$ cat src/hw/rtl/hrlp_pkg.sv
// Shared types and constants for the HTTP request line parser.
`default_nettype none

package hrlp_pkg;

    localparam int PATH_LIMIT    = 256;
    localparam int REQUEST_LIMIT = 4096;
    localparam int PATH_CNT_W    = $clog2(PATH_LIMIT + 1);
    localparam int BYTE_CNT_W    = $clog2(REQUEST_LIMIT + 1);

    localparam logic [7:0]  BYTE_NUL  = 8'h00;
    localparam logic [7:0]  BYTE_TAB  = 8'h09;
    localparam logic [7:0]  BYTE_LF   = 8'h0A;
    localparam logic [7:0]  BYTE_CR   = 8'h0D;
    localparam logic [7:0]  BYTE_SP   = 8'h20;
    localparam logic [23:0] WORD_GET  = 24'h474554;
    localparam logic [31:0] WORD_POST = 32'h504F5354;

    typedef enum logic [1:0] {
        KIND_PATH    = 2'd0,
        KIND_PAYLOAD = 2'd1,
        KIND_END     = 2'd2
    } t_kind;

    typedef enum logic [1:0] {
        ST_OK         = 2'd0,
        ST_NO_METHOD  = 2'd1,
        ST_BAD_METHOD = 2'd2,
        ST_NO_PATH    = 2'd3
    } t_status;

    localparam logic METHOD_GET  = 1'b0;
    localparam logic METHOD_POST = 1'b1;

    typedef struct packed {
        t_kind      kind;
        logic [7:0] out_byte;
        logic       done_res;
        t_status    status;
        logic       method_code;
    } t_result;

endpackage

`default_nettype wire

$ cat src/hw/rtl/hrlp_req_if.sv
// Request byte channel: valid, ready and one raw request byte.
`default_nettype none

interface hrlp_req_if;
    logic       valid;
    logic       ready;
    logic [7:0] data_byte;
    logic       end_of_request;

    modport source (output valid, output data_byte, output end_of_request, input ready);
    modport sink (input valid, input data_byte, input end_of_request, output ready);
endinterface

`default_nettype wire

$ cat src/hw/rtl/hrlp_res_if.sv
// Result channel: valid, ready and one parsed result item.
`default_nettype none

interface hrlp_res_if;
    logic       valid;
    logic       ready;
    logic [1:0] kind;
    logic [7:0] out_byte;
    logic       done_res;
    logic [1:0] status;
    logic       method_code;

    modport source (output valid, output kind, output out_byte, output done_res,
                    output status, output method_code, input ready);
    modport sink (input valid, input kind, input out_byte, input done_res,
                  input status, input method_code, output ready);
endinterface

`default_nettype wire

$ cat src/hw/rtl/hrlp_core.sv
// Parser state and per-byte decision logic.
`default_nettype none

module hrlp_core import hrlp_pkg::*; (
    input  wire logic    i_clk,
    input  wire logic    i_rst_n,
    hrlp_req_if.sink     i_req,
    input  wire logic    i_space,
    output logic         o_push,
    output t_result      o_result
);

    typedef enum logic [2:0] {
        PH_SKIP_METHOD = 3'd0,
        PH_METHOD      = 3'd1,
        PH_SKIP_PATH   = 3'd2,
        PH_PATH        = 3'd3,
        PH_OK          = 3'd4,
        PH_NO_METHOD   = 3'd5,
        PH_BAD_METHOD  = 3'd6,
        PH_NO_PATH     = 3'd7
    } t_phase;

    localparam logic [1:0] MK_NONE = 2'd0;
    localparam logic [1:0] MK_GET  = 2'd1;
    localparam logic [1:0] MK_POST = 2'd2;

    t_phase                r_phase, n_phase;
    logic [31:0]           r_shift, n_shift;
    logic [2:0]            r_len, n_len;
    logic [PATH_CNT_W-1:0] r_path_count, n_path_count;
    logic [1:0]            r_term, n_term;
    logic                  r_payload, n_payload;
    logic [BYTE_CNT_W-1:0] r_byte_count, n_byte_count;

    logic       accept;
    logic       has_kind;
    logic [7:0] b;
    logic [7:0] eff;
    logic [7:0] pat;
    logic [1:0] mk_cur;
    logic [1:0] mk_next;
    t_result    res;

    function automatic logic is_space(input logic [7:0] v);
        return v == BYTE_SP || v == BYTE_TAB || v == BYTE_CR || v == BYTE_LF;
    endfunction

    function automatic logic [1:0] method_kind(input logic [31:0] sh, input logic [2:0] len);
        logic [1:0] mk;
        mk = MK_NONE;
        if (len == 3'd3 && sh[23:0] == WORD_GET) mk = MK_GET;
        else if (len == 3'd4 && sh == WORD_POST) mk = MK_POST;
        return mk;
    endfunction

    assign accept      = i_req.valid && i_space;
    assign i_req.ready = i_space;
    assign b           = i_req.data_byte;
    assign mk_cur      = method_kind(r_shift, r_len);
    assign pat         = r_term[0] ? BYTE_LF : BYTE_CR;

    always_comb begin
        n_phase      = r_phase;
        n_shift      = r_shift;
        n_len        = r_len;
        n_path_count = r_path_count;
        n_term       = r_term;
        n_payload    = r_payload;
        n_byte_count = r_byte_count;
        eff          = b;
        has_kind     = 1'b0;
        res          = '{kind: KIND_END, out_byte: 8'h00, done_res: 1'b0,
                         status: ST_OK, method_code: METHOD_GET};
        mk_next      = MK_NONE;

        if (r_byte_count < BYTE_CNT_W'(REQUEST_LIMIT)) begin
            n_byte_count = r_byte_count + 1'b1;
            unique case (r_phase)
                PH_SKIP_METHOD: begin
                    if (b == BYTE_NUL) n_phase = PH_NO_METHOD;
                    else if (!is_space(b)) begin
                        n_shift = {24'h000000, b};
                        n_len   = 3'd1;
                        n_phase = PH_METHOD;
                    end
                end
                PH_METHOD: begin
                    if (b == BYTE_NUL || is_space(b)) begin
                        eff = BYTE_NUL;
                        if (mk_cur == MK_NONE) n_phase = PH_BAD_METHOD;
                        else n_phase = (b == BYTE_NUL) ? PH_NO_PATH : PH_SKIP_PATH;
                    end else begin
                        n_shift = {r_shift[23:0], b};
                        if (r_len != 3'd7) n_len = r_len + 1'b1;
                    end
                end
                PH_SKIP_PATH: begin
                    if (b == BYTE_NUL) n_phase = PH_NO_PATH;
                    else if (!is_space(b)) begin
                        has_kind     = 1'b1;
                        res.kind     = KIND_PATH;
                        res.out_byte = b;
                        n_path_count = PATH_CNT_W'(1);
                        n_phase      = PH_PATH;
                    end
                end
                PH_PATH: begin
                    if (b == BYTE_NUL || is_space(b)) begin
                        eff     = BYTE_NUL;
                        n_phase = PH_OK;
                    end else if (r_path_count < PATH_CNT_W'(PATH_LIMIT)) begin
                        has_kind     = 1'b1;
                        res.kind     = KIND_PATH;
                        res.out_byte = b;
                        n_path_count = r_path_count + 1'b1;
                    end
                end
                default: ;
            endcase

            if (r_payload) begin
                if (!has_kind) begin
                    has_kind     = 1'b1;
                    res.kind     = KIND_PAYLOAD;
                    res.out_byte = eff;
                end
            end else if (eff == pat) begin
                if (r_term == 2'd3) begin
                    n_payload = 1'b1;
                    n_term    = 2'd0;
                end else begin
                    n_term = r_term + 1'b1;
                end
            end else begin
                n_term = (eff == BYTE_CR) ? 2'd1 : 2'd0;
            end
        end

        if (i_req.end_of_request) begin
            mk_next      = method_kind(n_shift, n_len);
            res.done_res = 1'b1;
            unique case (n_phase)
                PH_SKIP_METHOD: res.status = ST_NO_METHOD;
                PH_METHOD:      res.status = (mk_next == MK_NONE) ? ST_BAD_METHOD : ST_NO_PATH;
                PH_SKIP_PATH:   res.status = ST_NO_PATH;
                PH_PATH:        res.status = ST_OK;
                PH_OK:          res.status = ST_OK;
                PH_NO_METHOD:   res.status = ST_NO_METHOD;
                PH_BAD_METHOD:  res.status = ST_BAD_METHOD;
                PH_NO_PATH:     res.status = ST_NO_PATH;
                default:        res.status = ST_NO_PATH;
            endcase
            if (res.status == ST_OK && mk_next == MK_POST) res.method_code = METHOD_POST;
            n_phase      = PH_SKIP_METHOD;
            n_shift      = 32'h0;
            n_len        = 3'd0;
            n_path_count = '0;
            n_term       = 2'd0;
            n_payload    = 1'b0;
            n_byte_count = '0;
        end
    end

    assign o_push   = accept && (has_kind || i_req.end_of_request);
    assign o_result = res;

    always_ff @(posedge i_clk) begin
        if (!i_rst_n) begin
            r_phase      <= PH_SKIP_METHOD;
            r_shift      <= 32'h0;
            r_len        <= 3'd0;
            r_path_count <= '0;
            r_term       <= 2'd0;
            r_payload    <= 1'b0;
            r_byte_count <= '0;
        end else if (accept) begin
            r_phase      <= n_phase;
            r_shift      <= n_shift;
            r_len        <= n_len;
            r_path_count <= n_path_count;
            r_term       <= n_term;
            r_payload    <= n_payload;
            r_byte_count <= n_byte_count;
        end
    end

    a_last_resets: assert property (@(posedge i_clk) disable iff (!i_rst_n)
        accept && i_req.end_of_request |=> r_phase == PH_SKIP_METHOD && r_byte_count == '0)
        else $error("parser state not cleared after last request byte");

    a_end_is_done: assert property (@(posedge i_clk) disable iff (!i_rst_n)
        o_push && o_result.kind == KIND_END |-> o_result.done_res)
        else $error("end marker without done");

    a_method_ok: assert property (@(posedge i_clk) disable iff (!i_rst_n)
        o_push && o_result.method_code |-> o_result.done_res && o_result.status == ST_OK)
        else $error("method code set without ok status");

    a_path_bound: assert property (@(posedge i_clk) disable iff (!i_rst_n)
        r_path_count <= PATH_CNT_W'(PATH_LIMIT))
        else $error("path count beyond limit");

endmodule

`default_nettype wire

$ cat src/hw/rtl/hrlp_out_buf.sv
// Two-entry skid buffer between the parser and the result channel.
`default_nettype none

module hrlp_out_buf import hrlp_pkg::*; (
    input  wire logic    i_clk,
    input  wire logic    i_rst_n,
    input  wire logic    i_push,
    input  wire t_result i_result,
    output logic         o_space,
    hrlp_res_if.source   o_res
);

    logic    r_valid;
    logic    r_sk_valid;
    t_result r_data;
    t_result r_sk_data;
    logic    pop;

    assign o_space = !r_sk_valid;
    assign pop     = r_valid && o_res.ready;

    always_ff @(posedge i_clk) begin
        if (!i_rst_n) begin
            r_valid    <= 1'b0;
            r_sk_valid <= 1'b0;
        end else if (pop) begin
            if (r_sk_valid) begin
                r_data     <= r_sk_data;
                r_sk_valid <= 1'b0;
            end else if (i_push) begin
                r_data <= i_result;
            end else begin
                r_valid <= 1'b0;
            end
        end else if (i_push) begin
            if (!r_valid) begin
                r_data  <= i_result;
                r_valid <= 1'b1;
            end else begin
                r_sk_data  <= i_result;
                r_sk_valid <= 1'b1;
            end
        end
    end

    assign o_res.valid       = r_valid;
    assign o_res.kind        = r_data.kind;
    assign o_res.out_byte    = r_data.out_byte;
    assign o_res.done_res    = r_data.done_res;
    assign o_res.status      = r_data.status;
    assign o_res.method_code = r_data.method_code;

endmodule

`default_nettype wire

$ cat src/hw/rtl/http_request_line_parser_unit.sv
// Top level of the HTTP request line parser.
// Each result is registered in the output buffer when its request byte is accepted.
// One request byte per cycle while the skid entry is free; parser state updates per accepted byte.
// A two-entry skid buffer on the result side keeps input ready while a result waits.
// Reset (synchronous, active low) returns the parser to method skipping and empties the buffer.
// After the last byte of a request the parser returns to its reset state.
`default_nettype none

module http_request_line_parser_unit import hrlp_pkg::*; (
    input  wire logic  i_clk,
    input  wire logic  i_rst_n,
    hrlp_req_if.sink   i_req,
    hrlp_res_if.source o_res
);

    logic    space;
    logic    push;
    t_result result;

    hrlp_core u_core (
        .i_clk    (i_clk),
        .i_rst_n  (i_rst_n),
        .i_req    (i_req),
        .i_space  (space),
        .o_push   (push),
        .o_result (result)
    );

    hrlp_out_buf u_out_buf (
        .i_clk    (i_clk),
        .i_rst_n  (i_rst_n),
        .i_push   (push),
        .i_result (result),
        .o_space  (space),
        .o_res    (o_res)
    );

endmodule

`default_nettype wire

$ cat src/flat_wrapper.sv
// flat-port wrapper written by rule: the top's interface ports become plain ports
module http_request_line_parser_unit_flat import hrlp_pkg::*;
  (i_clk, i_rst_n, i_req_valid, i_req_data_byte, i_req_end_of_request, i_req_ready, o_res_valid, o_res_kind, o_res_out_byte, o_res_done_res, o_res_status, o_res_method_code, o_res_ready);
  hrlp_req_if i_req_i ();
  hrlp_res_if o_res_i ();
  input  wire logic i_clk;
  input  wire logic i_rst_n;
  input wire logic [$bits(i_req_i.valid)-1:0] i_req_valid;
  input wire logic [$bits(i_req_i.data_byte)-1:0] i_req_data_byte;
  input wire logic [$bits(i_req_i.end_of_request)-1:0] i_req_end_of_request;
  output wire logic [$bits(i_req_i.ready)-1:0] i_req_ready;
  output wire logic [$bits(o_res_i.valid)-1:0] o_res_valid;
  output wire logic [$bits(o_res_i.kind)-1:0] o_res_kind;
  output wire logic [$bits(o_res_i.out_byte)-1:0] o_res_out_byte;
  output wire logic [$bits(o_res_i.done_res)-1:0] o_res_done_res;
  output wire logic [$bits(o_res_i.status)-1:0] o_res_status;
  output wire logic [$bits(o_res_i.method_code)-1:0] o_res_method_code;
  input wire logic [$bits(o_res_i.ready)-1:0] o_res_ready;
  assign i_req_i.valid = i_req_valid;
  assign i_req_i.data_byte = i_req_data_byte;
  assign i_req_i.end_of_request = i_req_end_of_request;
  assign i_req_ready = i_req_i.ready;
  assign o_res_valid = o_res_i.valid;
  assign o_res_kind = o_res_i.kind;
  assign o_res_out_byte = o_res_i.out_byte;
  assign o_res_done_res = o_res_i.done_res;
  assign o_res_status = o_res_i.status;
  assign o_res_method_code = o_res_i.method_code;
  assign o_res_i.ready = o_res_ready;
  http_request_line_parser_unit u_core (.i_clk(i_clk), .i_rst_n(i_rst_n), .i_req(i_req_i), .o_res(o_res_i));
endmodule
$ cat config.mk
export PLATFORM = sky130hd
export DESIGN_NAME = http_request_line_parser_unit_flat
export DESIGN_NICKNAME = d
export VERILOG_FILES = /design/src/hw/rtl/hrlp_pkg.sv /design/src/hw/rtl/hrlp_req_if.sv /design/src/hw/rtl/hrlp_res_if.sv /design/src/hw/rtl/hrlp_core.sv /design/src/hw/rtl/hrlp_out_buf.sv /design/src/hw/rtl/http_request_line_parser_unit.sv /design/src/flat_wrapper.sv
export SDC_FILE = /design/constraint.sdc
export NUM_CORES = 1
export LEC_CHECK = 0
export BUFFER_PORTS_ARGS = -buffer_cell sky130_fd_sc_hd__buf_2
export CAP_MARGIN = 10
export CORE_ASPECT_RATIO = 1.25
export CORE_MARGIN = 8
export CORE_UTILIZATION = 55
export CTS_CLUSTER_DIAMETER = 200
export DETAILED_ROUTE_END_ITERATION = 10
export GPL_TIMING_DRIVEN = 0
export PLACE_DENSITY = 0.76
export SYNTH_ARGS = -nofsm -noshare
export SYNTH_HDL_FRONTEND = slang
export SYNTH_SLANG_ARGS = --single-unit
$ cat constraint.sdc
create_clock -name i_clk -period 4.3 [get_ports i_clk]
set_input_delay 0.43 -clock i_clk [delete_from_list [all_inputs] [get_ports i_clk]]
set_output_delay 0.43 -clock i_clk [all_outputs]
set_load 0.02 [all_outputs]
After elaboration in Yosys (flattened, before gate mapping)

Index checks and enable logic that the tools add are counted.

Shifts and indexed selects: 0
Multiplexer cells: 83
Divide/modulo/power cells: 0
Reduce and logical (&&, ||, !) cells: 36
Order comparisons: 2
Add/sub/neg operators: 4
Bitwise gates (word level): 2
Multipliers: 0
Equality and inequality tests: 35

Operator list:

| cell                                                  | number |
|---|---|
| 2-to-1 mux 32 bit                                     | 5 |
| 2-to-1 mux 10 bit                                     | 7 |
| 2-to-1 mux 14 bit                                     | 5 |
| equality test 32 x 31 -> 1 bit, second input constant | 2 |
| one-hot mux 32 bit (2 select lines)                   | 1 |
| 2-to-1 mux 9 bit                                      | 6 |
| 2-to-1 mux 3 bit                                      | 17 |
| equality test 24 x 23 -> 1 bit, second input constant | 2 |
| equality test 8 x 4 -> 1 bit, second input constant   | 4 |
| 2-to-1 mux 13 bit                                     | 2 |
| 2-to-1 mux 8 bit                                      | 3 |
| 2-to-1 mux 2 bit                                      | 11 |
| one-hot mux 10 bit (2 select lines)                   | 1 |
| 2-to-1 mux 1 bit                                      | 19 |
| equality test 3 x 2 -> 1 bit, second input constant   | 6 |
| equality test 3 bit, second input constant            | 6 |
| one-hot mux 9 bit (2 select lines)                    | 1 |
| inequality test 3 bit, second input constant          | 5 |
| adder 13 x 1 -> 13 bit, second input constant         | 1 |
| < comparator 13 bit, second input constant            | 1 |
| one-hot mux 3 bit (4 select lines)                    | 1 |
| one-hot mux 2 bit (5 select lines)                    | 1 |
| OR reduction 2 bit                                    | 5 |
| adder 9 x 1 -> 9 bit, second input constant           | 1 |
| other kinds (25)                                      | 49 |

RAM bits: 0
Bits of input ports: 13
Latch bits: 0
Memory bits (read-only): 0
Memories kept: 0
Register bits after elaboration: 93
Word-level logic and storage cells: 181
Output and inout port bits: 16

Logic depth before layout (Yosys ltp)

Gate-level depths: netlist of run 1.

Depth in word-level cells: 24
Mapped depth: 11
Depth with buffers taken out: 10

Hierarchy

A second synthesis of run 1 with hierarchy kept.

Cells, all modules: 461
Area, all modules: 4611.9 um2

Modules (own cells, without submodules):

| module       | sequential area each (um2) | cells an instance | area each (um2) | times used |
|---|---|---|---|---|
| hrlp_core    | 1261.2                     | 402               | 3448.3          | 1 |
| hrlp_out_buf | 880.8                      | 59                | 1163.6          | 1 |

Worst setup path before layout of run 1

No wires, ideal clock.

Path kind: input -> register
From: in i_req_data_byte[0]
To: reg u_core.u_out_buf.r_data, in the netlist u_core.u_out_buf.o_res.done_res, enable pin
Stages on the path: 10
Setup slack: 0.113 ns
Arrival: 3.761 ns
Library setup time: 0.427 ns
Cell sequence: clkbuf_1 > and4bb_1 > a211o_1 > a21o_1 > a21oi_1 > inv_1 > a21oi_1 > inv_1 > ha_1 > nor4b_1

Cells in the longest elaborated chain, start to end: 14

Ends and longest elaborated chain:

| item                                                                         | line                               | RTL |
|---|---|---|
| start, declared                                                              | flat_wrapper.sv:9                  | `input wire logic [$bits(i_req_i.data_byte)-1:0] i_req_data_byte;` |
| equality test 8 x 6 -> 1 bit or equality test 8 x 4 -> 1 bit (tied branches) | hrlp_core.sv:46                    | `return v == BYTE_SP \|\| v == BYTE_TAB \|\| v == BYTE_CR \|\| v == BYTE_LF;` |
| logical OR 1 bit (3 in series)                                               | hrlp_core.sv:46                    |  |
| 2-to-1 mux 1 bit or logical OR 1 bit (tied branches)                         | hrlp_core.sv:100, hrlp_core.sv:109 |  |
| 2-to-1 mux 1 bit, on equally long branches                                   | hrlp_core.sv:99, hrlp_core.sv:109  |  |
| one-hot mux 1 bit (2 select lines) (*)                                       | hrlp_core.sv:79                    | `unique case (r_phase)` |
| 2-to-1 mux 1 bit (*)                                                         | hrlp_core.sv:77                    | `if (r_byte_count < BYTE_CNT_W'(REQUEST_LIMIT)) begin` |
| 2-to-1 mux 1 bit (*)                                                         | hrlp_core.sv:122                   | `if (r_payload) begin` |
| 2-to-1 mux 1 bit (*)                                                         | hrlp_core.sv:77                    |  |
| logical OR 1 bit (*)                                                         | hrlp_core.sv:165                   | `assign o_push = accept && (has_kind \|\| i_req.end_of_request);` |
| logical AND 1 bit (*)                                                        | hrlp_core.sv:165                   |  |
| nonzero test 2 bit (no source line)                                          | --                                 |  |
| AND reduction 4 bit (no source line) (*)                                     | --                                 |  |
| end signal, assigned                                                         | hrlp_out_buf.sv:28                 | `r_data <= r_sk_data;` |
| end signal, assigned                                                         | hrlp_out_buf.sv:31                 | `r_data <= i_result;` |
| end signal, assigned                                                         | hrlp_out_buf.sv:37                 | `r_data <= i_result;` |
| end, declared                                                                | hrlp_out_buf.sv:15                 | `t_result r_data;` |

Every way passes the cells marked *; elsewhere a longest branch is shown, timed or not. The select of a mux whose other input is x is not followed.
A chain may end at the register's enable or synchronous reset.

Worst setup path after layout of run 1

From: in i_req_data_byte[0]
To: reg u_core.u_out_buf.r_data, in the netlist u_core.u_out_buf.o_res.status[0], enable pin

Same word-level chain as after synthesis.

==> results.txt, run 1 <==
----------------------------------------------------
[Worst setup path]
  WP buf/inv ... 4
  Kind of cell adding the most delay to the critical path ... compound AO/OA/AOI/OAI gates
  Worst R2R Path Depth ... 10
  CP Capture Point ... u_core.u_out_buf.o_res.status[0]
  Slowest library cell on the worst path ... sky130_fd_sc_hd__nor4b_2
  Kind of start point of the critical path ... input pin
  Launch point of the critical path ... i_req_data_byte[0]
  Worst Path Arrival ... 3.61 ns
  FF-to-FF setup slack ... 0.82 ns
  Critical Path Stages ... 11
  Worst path max stage delay ... 0.61 ns
  Worst reg2reg path endpoint ... u_core.u_out_buf.o_res.status[0]
  CP max FO ... 9
  Type of element capturing the critical path ... register
  Cells along the critical path ... clkbuf_1, and4bb_1, a211o_1, a21o_1, a21oi_1, inv_1, a21oi_1, inv_1, ha_1, nor4b_2, buf_4
  Worst Setup Path Type ... in -> reg
  Launch instance of the worst register-to-register path ... u_core.u_core.r_phase[1]
  Required time at the worst-slack endpoint ... 4.37 ns

[Global routing]
  Total global-route track usage ... 19.2%
  Largest net degree at the start of global routing ... 15
  Total gr overflow ... 0
  Global-route wire length before repair ... 18200 µm
  Number of antenna violations at the first check in global routing ... 0
  Via count of the first global-routing pass ... 3667

[Finish]
  Final instance area ... 0.00499 mm²
  Syn-to-layout area delta ... 8.83%
  Fraction of layout cells with a size suffix above 1 ... 10.8%
  End-of-flow core utilization ... 61.0%
  Number of nets in the layout ... 544
  Cell Count, Final, Fillers Out ... 626
  Number of antenna cells inserted ... 0
  Layout fillers ... 727

[Placed design]
  Port Buffer Count ... 24
  Post-detailed-placement half-perimeter wirelength ... 8100 µm
  Post-Place Cells ... 611
  Final weighted congestion in routability-driven placement ... 0.884
  Placed cell area ... 0.00484 mm²

[Floorplan]
  Die area ... 0.0115 mm²
  Count of boundary I/O pins ... 29
  Core Box Area ... 0.00819 mm²
  Starting utilization of the core area ... 56.0%
  Num rows ... 37
  Vertical extent of the die ... 118 µm
  Die X ... 97.7 µm

[STA]
  Setup Total Neg Slack ... 0 ns
  Minimum clock period after layout ... 3.54 ns
  Final worst-path cycle share ... 82.3%
  Worst Clk Skew ... 0.0145 ns
  Hold Fails Final Rpt ... 0
  Hold Worst Slack ... 0.246 ns
  Worst slew margin relative to its limit ... 37.5%
  Final Setup Violations ... 0
  Max-slew violation total from the final report ... 0
  RSZ-0062 raised after global routing ... false
  Pin slew with the least headroom to its limit ... 0.930 ns
  Maximum operating frequency ... 283 MHz

[Power]
  Switching share of power ... 25.3%
  Cell internal pwr ... 1.16 mW
  Leak pwr ... 1.63 nW
  Power per cell area ... 312 mW/mm²
  Largest vdd supply drop ... 0.186 mV
  Switching power ... 0.395 mW
  Share of power burned in the clock network ... 32.1%
  Combinational share of power ... 8.8%
  Sequential power share ... 59.1%

[Logic synthesis]
  Net Count, Synth ... 508
  Post-synth top area cell ... sky130_fd_sc_hd__dfxtp_1
  Area share of the largest cell type after synthesis ... 28.4%
  Synthesized netlist cell count ... 489
  Library cells used by synthesis ... 65
  Library cell with the highest instance count after synthesis ... sky130_fd_sc_hd__dfxtp_1
  Number of warnings printed during yosys synthesis ... 0
  Fraction of the yosys area taken by sequential cells ... 46.7%
  Dominant synthesized flop cell ... sky130_fd_sc_hd__dfxtp_1
  Top area cells in the synthesized netlist ... sky130_fd_sc_hd__dfxtp_1 28%, sky130_fd_sc_hd__edfxtp_1 18%, sky130_fd_sc_hd__a22oi_1 4.9%, sky130_fd_sc_hd__nor2b_1 4.8%, sky130_fd_sc_hd__nand2_1 3.7%
  Mean post-synth cell area ... 9.39 µm²
  EDFF count, synth ... 28
  List of most frequent post-synthesis cells ... 65 x sky130_fd_sc_hd__dfxtp_1, 45 x sky130_fd_sc_hd__nand2_1, 36 x sky130_fd_sc_hd__nor2_1
  Flip-flop and latch count after synthesis ... 93
  Async S/R FF share, synth ... 0%
  Post-Syn Area ... 0.00459 mm²

[Clock network]
  Total number of clock tree sinks ... 93
  Number of clock buffers inserted by TritonCTS ... 9
  CTS Buffer Depth ... 2
  H-Tree Level Count ... 3
  Number of resized instances in the post-cts repair step ... 0
  Cts-stage hold buffer count ... 0
  Skew-Pair Late Insertion Delay ... 0.37 ns
  Setup Fix Bufs, Post-CTS ... 0
  CTS clock-pin slew for the worst setup and hold paths ... 0.08 ns
  Root Buffer ... sky130_fd_sc_hd__clkbuf_8
  TritonCTS clock tree ... yes

[Route]
  Drt drc ... 0
  Remaining number of nets flagged by the antenna check after routing ... 0
  Number of vias per cell ... 6.16
  DR iter-0 viols ... 300
  Pre-Repair DR Iteration Count ... 4
  Avg WL per Cell ... 17.6 µm
  Routed wire length ... 11000 µm
  Via Count ... 3858

[Flow run]
  Max-Cap Viols ... 0

[Status]
  Result of the run ... finished, final reports clean

[Hold path]
  Worst Hold Class ... in -> reg

----------------------------------------------------
## cell families (layout without fill, tap and decap cells)
family,after synthesis,after routing,synth area share (%)
simple gates,213,213,25.7
fa+ha+maj,6,6,1.64
flops,93,93,46.7
xor+xnor,15,15,2.86
mux,11,11,2.64
compound gates,115,115,17.4
buf+inv,36,76,3.00
## worst register-to-register path, stage by stage, from the launching register on
cell and delay, ns:
sky130_fd_sc_hd__dfxtp_1 0.38, sky130_fd_sc_hd__clkbuf_1 0.38, sky130_fd_sc_hd__nand3_1 0.18, sky130_fd_sc_hd__a21o_1 0.23, sky130_fd_sc_hd__a21oi_1 0.38, sky130_fd_sc_hd__inv_1 0.16, sky130_fd_sc_hd__a21oi_1 0.30, sky130_fd_sc_hd__inv_1 0.08
sky130_fd_sc_hd__ha_1 0.19, sky130_fd_sc_hd__nor4b_2 0.61, sky130_fd_sc_hd__buf_4 0.30
## sequential cells by signal, summed over array words and instances (netlist names), 2 cells and up
| register | flops |
|---|---|
| u_core.u_core.r_byte_count | 13 |
| u_core.u_out_buf.o_res.status | 2 |
| u_core.u_core.r_phase | 3 |
| u_core.u_core.r_path_count | 9 |
| u_core.u_out_buf.r_sk_data | 14 |
| u_core.u_core.r_term | 2 |
| u_core.u_out_buf.o_res.kind | 2 |
| u_core.u_out_buf.o_res.out_byte | 8 |
| u_core.u_core.r_len | 3 |
| u_core.u_core.r_shift | 32 |
## power by group through the flow
stage	clock network, mW	logic [mW]	registers [mW]
final	0.500	0.137	0.922
after global routing	0.536	0.150	0.923
after CTS	0.502	0.136	0.922
after detailed placement	0	0.135	0.942
after global placement	0	0.133	0.942
after floorplan	0	0.0884	0.944
## cells in the final DEF, fill, tap and decap left out, types with 5 or more instances in the layout
cell	instances
sky130_fd_sc_hd__nor2b_1	35
sky130_fd_sc_hd__mux2_2	9
sky130_fd_sc_hd__and3_1	7
sky130_fd_sc_hd__nand3_1	9
sky130_fd_sc_hd__a21boi_0	5
sky130_fd_sc_hd__nand4_1	9
sky130_fd_sc_hd__buf_2	26
sky130_fd_sc_hd__dfxtp_1	65
sky130_fd_sc_hd__nor2_1	36
sky130_fd_sc_hd__clkbuf_1	28
sky130_fd_sc_hd__edfxtp_1	28
sky130_fd_sc_hd__inv_1	8
sky130_fd_sc_hd__and2_1	14
sky130_fd_sc_hd__a21oi_1	22
sky130_fd_sc_hd__a22oi_1	30
sky130_fd_sc_hd__ha_1	6
sky130_fd_sc_hd__o21ai_1	5
sky130_fd_sc_hd__xor2_1	12
sky130_fd_sc_hd__nand2_1	45
sky130_fd_sc_hd__or3_1	10
sky130_fd_sc_hd__clkbuf_8	9
sky130_fd_sc_hd__o21ai_0	18
sky130_fd_sc_hd__nor3_1	13
## metal layers
metal | part of all wire [%] | routed length, µm | track usage, %
met5 | 0 | 0 | 0
met4 | 1.8 | 197 | 7.43
met3 | 4.7 | 520 | 3.99
met2 | 50 | 5450 | 32.7
met1 | 44 | 4820 | 23.2
## layout make-up
cell class                      instances  area [µm²]  area share, %
Inverter                                9        33.8          0.676
Sequential cell                        93        2140           42.9
Timing Repair Buffer                   25         128           2.56
Tap cell                               97         121           2.43
Clock inverter                          2        11.3          0.225
Multi-Input combinational cell        360        2320           46.4
Clock buffer                           13         139           2.78
Buffer                                 27         104           2.08
## per-stage QoR
stage / worst slack (ns) / total power, mW
global placement: -0.938 / 1.07
finish: 0.761 / 1.56
detailed placement: 0.406 / 1.08
CTS: 0.780 / 1.56
floorplan: 0.113 / 1.03
global route: 0.543 / 1.61
## worst min-delay path by stage
stage                                  start                       endpoint  slack [ns]  cells past startpoint
2_1_floorplan  u_core.u_core.r_path_count[8]  u_core.u_core.r_path_count[8]        0.44                      2
3_3_place_gp         u_core.u_core.r_term[1]        u_core.u_core.r_term[1]        0.46                      2
3_5_place_dp   u_core.u_core.r_byte_count[6]  u_core.u_core.r_byte_count[6]        0.47                      2
4_1_cts                 i_req_end_of_request  u_core.u_out_buf.r_sk_data[3]        0.25                      1
5_1_grt                 i_req_end_of_request  u_core.u_out_buf.r_sk_data[3]        0.24                      1
6_report                i_req_end_of_request  u_core.u_out_buf.r_sk_data[3]        0.25                      1
Note: power is estimated with default switching activity, not from simulation.
==> run 2, diff against run 1 <==
Settings changed: CORE_UTILIZATION 55 to 60, PLACE_DENSITY 0.76 to 0.79.
Clock period 4.3 ns to 3.5 ns, I/O delays scaled along.
==> results.txt, run 2 (same netlist as run 1, synthesis figures left out) <==
----------------------------------------------------
[Status]
  Result of the run ... finished, final reports clean (unchanged)

[Route]
  Pre-Repair DR Iteration Count ... 7 (was 4)
  Remaining number of nets flagged by the antenna check after routing ... 0 (unchanged)
  Number of vias per cell ... 6.46 (was 6.16)
  Avg WL per Cell ... 18.8 µm (was 17.6 µm)
  Routed wire length ... 11700 µm (was 11000 µm)
  DR iter-0 viols ... 398 (was 300)
  Drt drc ... 0 (unchanged)
  Via Count ... 4016 (was 3858)

[Clock network]
  Number of clock buffers inserted by TritonCTS ... 9 (unchanged)
  CTS clock-pin slew for the worst setup and hold paths ... 0.10 ns (was 0.08 ns)
  Skew-Pair Late Insertion Delay ... 0.37 ns (about the same)
  TritonCTS clock tree ... yes (unchanged)
  CTS Buffer Depth ... 2 (unchanged)
  H-Tree Level Count ... 3 (unchanged)
  Root Buffer ... sky130_fd_sc_hd__clkbuf_8 (unchanged)
  Total number of clock tree sinks ... 93 (unchanged)
  Cts-stage hold buffer count ... 0 (unchanged)

[Global routing]
  Number of antenna violations at the first check in global routing ... 0 (unchanged)
  Via count of the first global-routing pass ... 3936 (was 3667)
  Largest net degree at the start of global routing ... 17 (was 15)
  Total gr overflow ... 0 (unchanged)
  Global-route wire length before repair ... 19100 µm (was 18200 µm)
  Total global-route track usage ... 22.2% (was 19.2%)

[Finish]
  End-of-flow core utilization ... 68.4% (was 61.0%)
  Number of nets in the layout ... 544 (unchanged)
  Flip-flop count of the largest register, all copies and words added ... 32 (unchanged)
  Leading cell types in the layout, fill and taps excluded ... 65 x sky130_fd_sc_hd__dfxtp_1, 45 x sky130_fd_sc_hd__nand2_1, 36 x sky130_fd_sc_hd__nor2_1 (unchanged)
  Fraction of layout cells with a size suffix above 1 ... 11.7% (was 10.8%)
  Largest registers ranked by flip-flop count ... u_core.u_core.r_shift x32, u_core.u_out_buf.r_sk_data x14, u_core.u_core.r_byte_count x13 (unchanged)
  Reg with most FFs ... u_core.u_core.r_shift (unchanged)
  Cell Count, Final, Fillers Out ... 622 (was 626)
  Number of antenna cells inserted ... 0 (unchanged)
  Leading cell type in the layout, fill and taps excluded ... sky130_fd_sc_hd__dfxtp_1 (unchanged)
  Syn-to-layout area delta ... 10.4% (was 8.83%)

[Worst setup path]
  Kind of start point of the critical path ... input pin (unchanged)
  Worst R2R Path Depth ... 10 (unchanged)
  Launch point of the critical path ... i_req_data_byte[3] (was i_req_data_byte[0])
  Required time at the worst-slack endpoint ... 3.57 ns (was 4.37 ns)
  Worst Setup Path Type ... in -> reg (unchanged)
  Worst reg2reg path endpoint ... u_core.u_out_buf.o_res.out_byte[7] (was u_core.u_out_buf.o_res.status[0])
  CP max FO ... 10 (was 9)
  FF-to-FF setup slack ... 0.35 ns (was 0.82 ns)
  Worst Path Arrival ... 3.40 ns (was 3.61 ns)
  Launch instance of the worst register-to-register path ... u_core.u_core.r_phase[1] (unchanged)
  Type of element capturing the critical path ... register (unchanged)
  CP Capture Point ... u_core.u_out_buf.o_res.out_byte[7] (was u_core.u_out_buf.o_res.status[0])

[Floorplan]
  Num rows ... 35 (was 37)
  Vertical extent of the die ... 114 µm (was 118 µm)
  Die area ... 0.0107 mm² (was 0.0115 mm²)
  Core Box Area ... 0.00740 mm² (was 0.00819 mm²)
  Starting utilization of the core area ... 62.0% (was 56.0%)
  Count of boundary I/O pins ... 29 (unchanged)
  Die X ... 94.2 µm (was 97.7 µm)

[Placed design]
  Final weighted congestion in routability-driven placement ... 0.925 (was 0.884)
  Port Buffer Count ... 24 (unchanged)
  Post-detailed-placement half-perimeter wirelength ... 8450 µm (was 8100 µm)
  Post-Place Cells ... 606 (was 611)

[STA]
  Minimum clock period after layout ... 3.33 ns
  Max-slew violation total from the final report ... 0 (unchanged)
  Hold Fails Final Rpt ... 0 (unchanged)
  Pin slew with the least headroom to its limit ... 1.02 ns (was 0.930 ns)
  Maximum operating frequency ... 300 MHz
  Worst slew margin relative to its limit ... 31.6% (was 37.5%)
  Final Setup Violations ... 0 (unchanged)
  Worst Clk Skew ... 0.0157 ns (was 0.0145 ns)
  Final worst-path cycle share ... 95.1%

[Power]
  Power per cell area ... 410 mW/mm² (was 312 mW/mm²)
  Largest vdd supply drop ... 0.308 mV (was 0.186 mV)
  Leak pwr ... 1.67 nW (was 1.63 nW)

[Hold path]
  Worst Hold Class ... in -> reg (unchanged)

[Flow run]
  Max-Cap Viols ... 0 (unchanged)

----------------------------------------------------
==> run 2: worst max-delay path: stages <==
cell and delay (ns):
sky130_fd_sc_hd__clkbuf_1 0.22, sky130_fd_sc_hd__and4bb_1 0.31, sky130_fd_sc_hd__a211o_1 0.37, sky130_fd_sc_hd__a21o_1 0.24, sky130_fd_sc_hd__a21oi_1 0.34, sky130_fd_sc_hd__inv_1 0.14
sky130_fd_sc_hd__a21oi_1 0.35, sky130_fd_sc_hd__inv_1 0.12, sky130_fd_sc_hd__ha_1 0.23, sky130_fd_sc_hd__nor4b_4 0.44, sky130_fd_sc_hd__buf_4 0.27
==> run 2: where the power goes <==
| part | switching, mW | internal [mW] |
|---|---|---|
| clock network | 0.386 | 0.380 |
| logic | 0.118 | 0.0572 |
| registers | 0.0138 | 1.12 |
==> run 2: per-layer routing <==
metal  GRT usage, %  up-vias  routed length (µm)
li1               -     1876                   -
met1           25.3     1913                4630
met2           37.8      188                5770
met3           5.06       39                 876
met4           10.8        0                 393
met5              0        -                   0
==> run 2: how the worst min path moves through the flow <==
stage                     depth (start not counted)                           from                       endpoint  slack, ns
after floorplan                                   2  u_core.u_core.r_path_count[8]  u_core.u_core.r_path_count[8]       0.44
after global placement                            2  u_core.u_core.r_path_count[6]  u_core.u_core.r_path_count[6]       0.46
after detailed placement                          2        u_core.u_core.r_term[1]        u_core.u_core.r_term[1]       0.47
after CTS                                         1           i_req_end_of_request  u_core.u_out_buf.r_sk_data[3]       0.16
after global routing                              1           i_req_end_of_request  u_core.u_out_buf.r_sk_data[3]       0.15
final                                             1           i_req_end_of_request  u_core.u_out_buf.r_sk_data[3]       0.16
==> run 2: metrics by stage <==
| stage | total power [mW] | setup slack [ns] | hold slack [ns] | instance area [µm²] | setup TNS [ns] |
|---|---|---|---|---|---|
| 2_1_floorplan | 1.27 | 0.0713 | 0.441 | 4600 | 0 |
| 3_3_place_gp | 1.32 | -0.590 | 0.463 | 4830 | -8.26 |
| 3_5_place_dp | 1.33 | -0.309 | 0.469 | 4840 | -3.38 |
| 4_1_cts | 2.08 | 0.0556 | 0.155 | 5050 | 0 |
| 5_1_grt | 2.14 | -0.0185 | 0.150 | 5060 | -0.140 |
| 6_report | 2.08 | 0.171 | 0.161 | 5060 | 0 |
==> run 2: what timing repair did <==
action,4_1_cts,5_1_grt
resized for setup,0,3
setup endpoints to repair,0,10
setup buffers,0,0
==> run 2: area by class of cell <==
class,count,area (µm²)
fillers,583,2340
well taps,92,115
repair buffers,25,128
clock buffers,11,153
plain buffers,27,105
clock inverters,5,63.8
flip-flops and latches,93,2140
inverters,9,33.8
multi-input cells,360,2320
==> run 3, diff against run 2 <==
Settings changed: ABC_AREA from default to 1, CORE_UTILIZATION 60 to 61, GPL_ROUTABILITY_DRIVEN from default to 0, PLACE_DENSITY 0.79 to 0.8.
==> results.txt, run 3 <==
----------------------------------------------------
[Status]
  Result of the run ... finished, final reports clean (unchanged)

[Worst setup path]
  WP buf/inv ... 2 (was 4)
  Worst Path Arrival ... 2.81 ns (was 3.40 ns)
  Slowest library cell on the worst path ... sky130_fd_sc_hd__dfxtp_1 (was sky130_fd_sc_hd__nor4b_4)
  Worst path max stage delay ... 0.38 ns (was 0.44 ns)
  Kind of cell adding the most delay to the critical path ... simple AND/OR/NAND/NOR gates (was compound AO/OA/AOI/OAI gates)
  Type of element capturing the critical path ... register (unchanged)
  Worst Setup Path Type ... reg -> reg (was in -> reg)
  CP max FO ... 8 (was 10)
  Required time at the worst-slack endpoint ... 3.64 ns (was 3.57 ns)
  Most frequent cell on the critical path ... sky130_fd_sc_hd__nor2_1
  Kind of start point of the critical path ... register (was input pin)
  Cells along the critical path ... inv_1, nor2_1, nand2_2, nor2_1, nand4_1, inv_2, nand2_1, o21ai_1, nor2_1, nand3_1, nor2_1, nand2_1, nor2_1, nand2_1, nand3_1, nand3_1, nand2_1 (was clkbuf_1, and4bb_1, a211o_1, a21o_1, a21oi_1, inv_1, a21oi_1, inv_1, ha_1, nor4b_4, buf_4)

[Finish]
  Final instance area ... 0.00572 mm² (was 0.00506 mm²)
  Largest registers ranked by flip-flop count ... u_core.u_core.r_shift x32, u_core.u_out_buf.r_sk_data x14, u_core.u_core.r_byte_count x13 (unchanged)
  Syn-to-layout area delta ... 9.51% (was 10.4%)
  Fraction of layout cells with a size suffix above 1 ... 9.70% (was 11.7%)
  End-of-flow core utilization ... 69.0% (was 68.4%)
  Layout fillers ... 685 (was 583)
  Number of nets in the layout ... 818 (was 544)
  Cell Count, Final, Fillers Out ... 901 (was 622)
  Leading cell type in the layout, fill and taps excluded ... sky130_fd_sc_hd__nand2_1 (was sky130_fd_sc_hd__dfxtp_1)
  Reg with most FFs ... u_core.u_core.r_shift (unchanged)
  Number of antenna cells inserted ... 0 (unchanged)
  Leading cell types in the layout, fill and taps excluded ... 181 x sky130_fd_sc_hd__nand2_1, 121 x sky130_fd_sc_hd__nor2_1, 103 x sky130_fd_sc_hd__inv_1 (was 65 x sky130_fd_sc_hd__dfxtp_1, 45 x sky130_fd_sc_hd__nand2_1, 36 x sky130_fd_sc_hd__nor2_1)
  Flip-flop count of the largest register, all copies and words added ... 32 (unchanged)

[Logic synthesis]
  Area share of the largest cell type after synthesis ... 24.9% (was 28.4%)
  Post-synth top area cell ... sky130_fd_sc_hd__dfxtp_1 (unchanged)
  Top area cells in the synthesized netlist ... sky130_fd_sc_hd__dfxtp_1 25%, sky130_fd_sc_hd__edfxtp_1 16%, sky130_fd_sc_hd__nand2_1 13%, sky130_fd_sc_hd__nor2_1 8.7%, sky130_fd_sc_hd__inv_1 7.4% (was sky130_fd_sc_hd__dfxtp_1 28%, sky130_fd_sc_hd__edfxtp_1 18%, sky130_fd_sc_hd__a22oi_1 4.9%, sky130_fd_sc_hd__nor2b_1 4.8%, sky130_fd_sc_hd__nand2_1 3.7%)
  Net Count, Synth ... 779 (was 508)
  Number of warnings printed during yosys synthesis ... 0 (unchanged)
  Fraction of the yosys area taken by sequential cells ... 41.0% (was 46.7%)
  Dominant synthesized flop cell ... sky130_fd_sc_hd__dfxtp_1 (unchanged)
  List of most frequent post-synthesis cells ... 181 x sky130_fd_sc_hd__nand2_1, 121 x sky130_fd_sc_hd__nor2_1, 103 x sky130_fd_sc_hd__inv_1 (was 65 x sky130_fd_sc_hd__dfxtp_1, 45 x sky130_fd_sc_hd__nand2_1, 36 x sky130_fd_sc_hd__nor2_1)
  EDFF count, synth ... 28 (unchanged)
  Mean post-synth cell area ... 6.87 µm² (was 9.39 µm²)
  Library cells used by synthesis ... 44 (was 65)
  Synthesized netlist cell count ... 760 (was 489)
  Library cell with the highest instance count after synthesis ... sky130_fd_sc_hd__nand2_1 (was sky130_fd_sc_hd__dfxtp_1)
  Flip-flop and latch count after synthesis ... 93 (unchanged)
  Post-Syn Area ... 0.00522 mm² (was 0.00459 mm²)
  Async S/R FF share, synth ... 0% (unchanged)

[Power]
  Power per cell area ... 376 mW/mm² (was 410 mW/mm²)
  Sequential power share ... 52.8% (was 54.6%)
  Share of power burned in the clock network ... 37.5% (was 36.9%)
  Leak pwr ... 2.31 nW (was 1.67 nW)
  Switching power ... 0.554 mW (was 0.518 mW)
  Cell internal pwr ... 1.59 mW (was 1.56 mW)
  Largest vdd supply drop ... 0.278 mV (was 0.308 mV)
  Switching share of power ... 25.8% (was 25.0%)
  Combinational share of power ... 9.7% (was 8.5%)

[STA]
  Max-slew violation total from the final report ... 0 (unchanged)
  Pin slew with the least headroom to its limit ... 1.09 ns (was 1.02 ns)
  Minimum clock period after layout ... 2.67 ns (was 3.33 ns)
  Worst slew margin relative to its limit ... 27.1% (was 31.6%)
  Maximum operating frequency ... 375 MHz (was 300 MHz)
  Worst Clk Skew ... 0.00847 ns (was 0.0157 ns)
  Setup Total Neg Slack ... 0 ns (unchanged)
  Final Setup Violations ... 0 (unchanged)
  Hold Fails Final Rpt ... 0 (unchanged)
  Hold Worst Slack ... 0.225 ns (was 0.161 ns)
  Final worst-path cycle share ... 76.3% (was 95.1%)
  RSZ-0062 raised after global routing ... false

[Clock network]
  Total number of clock tree sinks ... 93 (unchanged)
  H-Tree Level Count ... 3 (unchanged)
  CTS Buffer Depth ... 2 (unchanged)
  Cts-stage hold buffer count ... 0 (unchanged)
  Skew-Pair Late Insertion Delay ... 0.38 ns (was 0.37 ns)
  Number of resized instances in the post-cts repair step ... 0 (unchanged)
  Setup Fix Bufs, Post-CTS ... 0 (unchanged)
  Root Buffer ... sky130_fd_sc_hd__clkbuf_8 (unchanged)
  Number of clock buffers inserted by TritonCTS ... 9 (unchanged)
  CTS clock-pin slew for the worst setup and hold paths ... 0.09 ns (was 0.10 ns)
  TritonCTS clock tree ... yes (unchanged)

[Route]
  Routed wire length ... 14100 µm (was 11700 µm)
  Avg WL per Cell ... 15.7 µm (was 18.8 µm)
  Remaining number of nets flagged by the antenna check after routing ... 0 (unchanged)
  Number of vias per cell ... 5.86 (was 6.46)
  DR iter-0 viols ... 415 (was 398)
  Drt drc ... 0 (unchanged)
  Via Count ... 5281 (was 4016)
  Pre-Repair DR Iteration Count ... 5 (was 7)

[Global routing]
  GR Util met1 ... 26.0% (was 25.3%)
  Number of antenna violations at the first check in global routing ... 0 (unchanged)
  Largest net degree at the start of global routing ... 17 (unchanged)
  Global-route wire length before repair ... 23500 µm (was 19100 µm)
  Busiest metal layer after global routing ... met2 (unchanged)
  Met2 track demand over resource in global routing ... 41.7% (was 37.8%)
  Total global-route track usage ... 24.6% (was 22.2%)
  Total gr overflow ... 0 (unchanged)
  Via count of the first global-routing pass ... 5089 (was 3936)
  Met3 GRT Util ... 6.00% (was 5.06%)

[Placed design]
  Placed cell area ... 0.00549 mm² (was 0.00484 mm²)
  Post-detailed-placement half-perimeter wirelength ... 10700 µm (was 8450 µm)
  Port Buffer Count ... 28 (was 24)
  Post-Place Cells ... 885 (was 606)

[Hold path]
  Worst Hold Class ... in -> reg (unchanged)

[Floorplan]
  Vertical extent of the die ... 119 µm (was 114 µm)
  Core Box Area ... 0.00829 mm² (was 0.00740 mm²)
  Die area ... 0.0118 mm² (was 0.0107 mm²)
  Num rows ... 37 (was 35)
  Die X ... 98.8 µm (was 94.2 µm)
  Count of boundary I/O pins ... 29 (unchanged)
  Starting utilization of the core area ... 63.0% (was 62.0%)

[Flow run]
  Max-Cap Viols ... 0 (unchanged)

----------------------------------------------------
==> run 3: cell count changes after synthesis, moves of 13 or more <==
cell	previous run	this run
sky130_fd_sc_hd__a21oi_1	22	56
sky130_fd_sc_hd__a22oi_1	30	9
sky130_fd_sc_hd__and2_1	14	1
sky130_fd_sc_hd__clkbuf_1	24	11
sky130_fd_sc_hd__inv_1	8	103
sky130_fd_sc_hd__nand2_1	45	181
sky130_fd_sc_hd__nand3_1	9	40
sky130_fd_sc_hd__nor2_1	36	121
sky130_fd_sc_hd__nor2b_1	35	0
sky130_fd_sc_hd__nor3_1	13	28
==> run 3: metrics by stage <==
| stage | power, mW | setup slack [ns] |
|---|---|---|
| floorplan | 1.29 | 0.724 |
| global placement | 1.35 | 0.178 |
| detailed placement | 1.36 | 0.601 |
| CTS | 2.14 | 0.918 |
| global route | 2.21 | 0.619 |
| finish | 2.15 | 0.830 |
==> run 3: path summary, 6_finish.rpt <==
check | depth (start not counted) | start | endpoint | slack [ns]
setup reg to reg | 17 | u_core.u_core.r_phase[0] | u_core.u_out_buf.o_res.status[0] | 0.83
hold / removal | 2 | o_res_ready | u_core.u_out_buf.o_res.valid | 0.22
hold reg to reg | 1 | u_core.u_core.r_byte_count[10] | u_core.u_core.r_byte_count[10] | 0.46
setup / recovery | 17 | u_core.u_core.r_phase[0] | u_core.u_out_buf.o_res.status[0] | 0.83
==> run 3: logic make-up after synthesis <==
group	count (synthesis)	share of synthesized area, %
AOI/OAI and AO/OA	123	13.3
xor gates and xnor gates	1	0.168
buffers and inverters	127	9.54
DFF	93	41.0
adders and majority gates	6	1.44
and+or+nand+nor	410	34.5
==> run 3: layout make-up <==
| class | count | area, µm² | share of cell area (%) |
|---|---|---|---|
| multi-input cells | 540 | 2590 | 45.2 |
| flip-flops and latches | 93 | 2140 | 37.5 |
| inverters | 111 | 419 | 7.33 |
| clock buffers | 12 | 178 | 3.11 |
| repair buffers | 28 | 140 | 2.45 |
| well taps | 97 | 121 | 2.12 |
| plain buffers | 16 | 78.8 | 1.38 |
| clock inverters | 4 | 52.6 | 0.919 |
==> run 3: layer usage <==
layer	vias up	share of wire, %	wire, µm
met1	2368	39	5460
met3	81	7.6	1080
met5	-	0	0
met2	282	48	6750
met4	0	5.8	818
li1	2550	-	-
==> run 3: worst reg2reg max path, stage by stage (launching register included) <==
cell,delay [ns]
sky130_fd_sc_hd__dfxtp_1,0.38
sky130_fd_sc_hd__inv_1,0.11
sky130_fd_sc_hd__nor2_1,0.18
sky130_fd_sc_hd__nand2_2,0.12
sky130_fd_sc_hd__nor2_1,0.17
sky130_fd_sc_hd__nand4_1,0.30
sky130_fd_sc_hd__inv_2,0.28
sky130_fd_sc_hd__nand2_1,0.08
sky130_fd_sc_hd__o21ai_1,0.19
sky130_fd_sc_hd__nor2_1,0.07
sky130_fd_sc_hd__nand3_1,0.08
sky130_fd_sc_hd__nor2_1,0.04
sky130_fd_sc_hd__nand2_1,0.05
sky130_fd_sc_hd__nor2_1,0.04
sky130_fd_sc_hd__nand2_1,0.09
sky130_fd_sc_hd__nand3_1,0.12
sky130_fd_sc_hd__nand3_1,0.09
sky130_fd_sc_hd__nand2_1,0.05
==> run 3: power groups by stage <==
stage / Combinational (mW) / Sequential [mW] / Clock, mW
3_3_place_gp: 0.195 / 1.16 / 0
4_1_cts: 0.202 / 1.13 / 0.807
3_5_place_dp: 0.201 / 1.16 / 0
5_1_grt: 0.227 / 1.14 / 0.847
2_1_floorplan: 0.129 / 1.16 / 0
6_report: 0.208 / 1.14 / 0.805
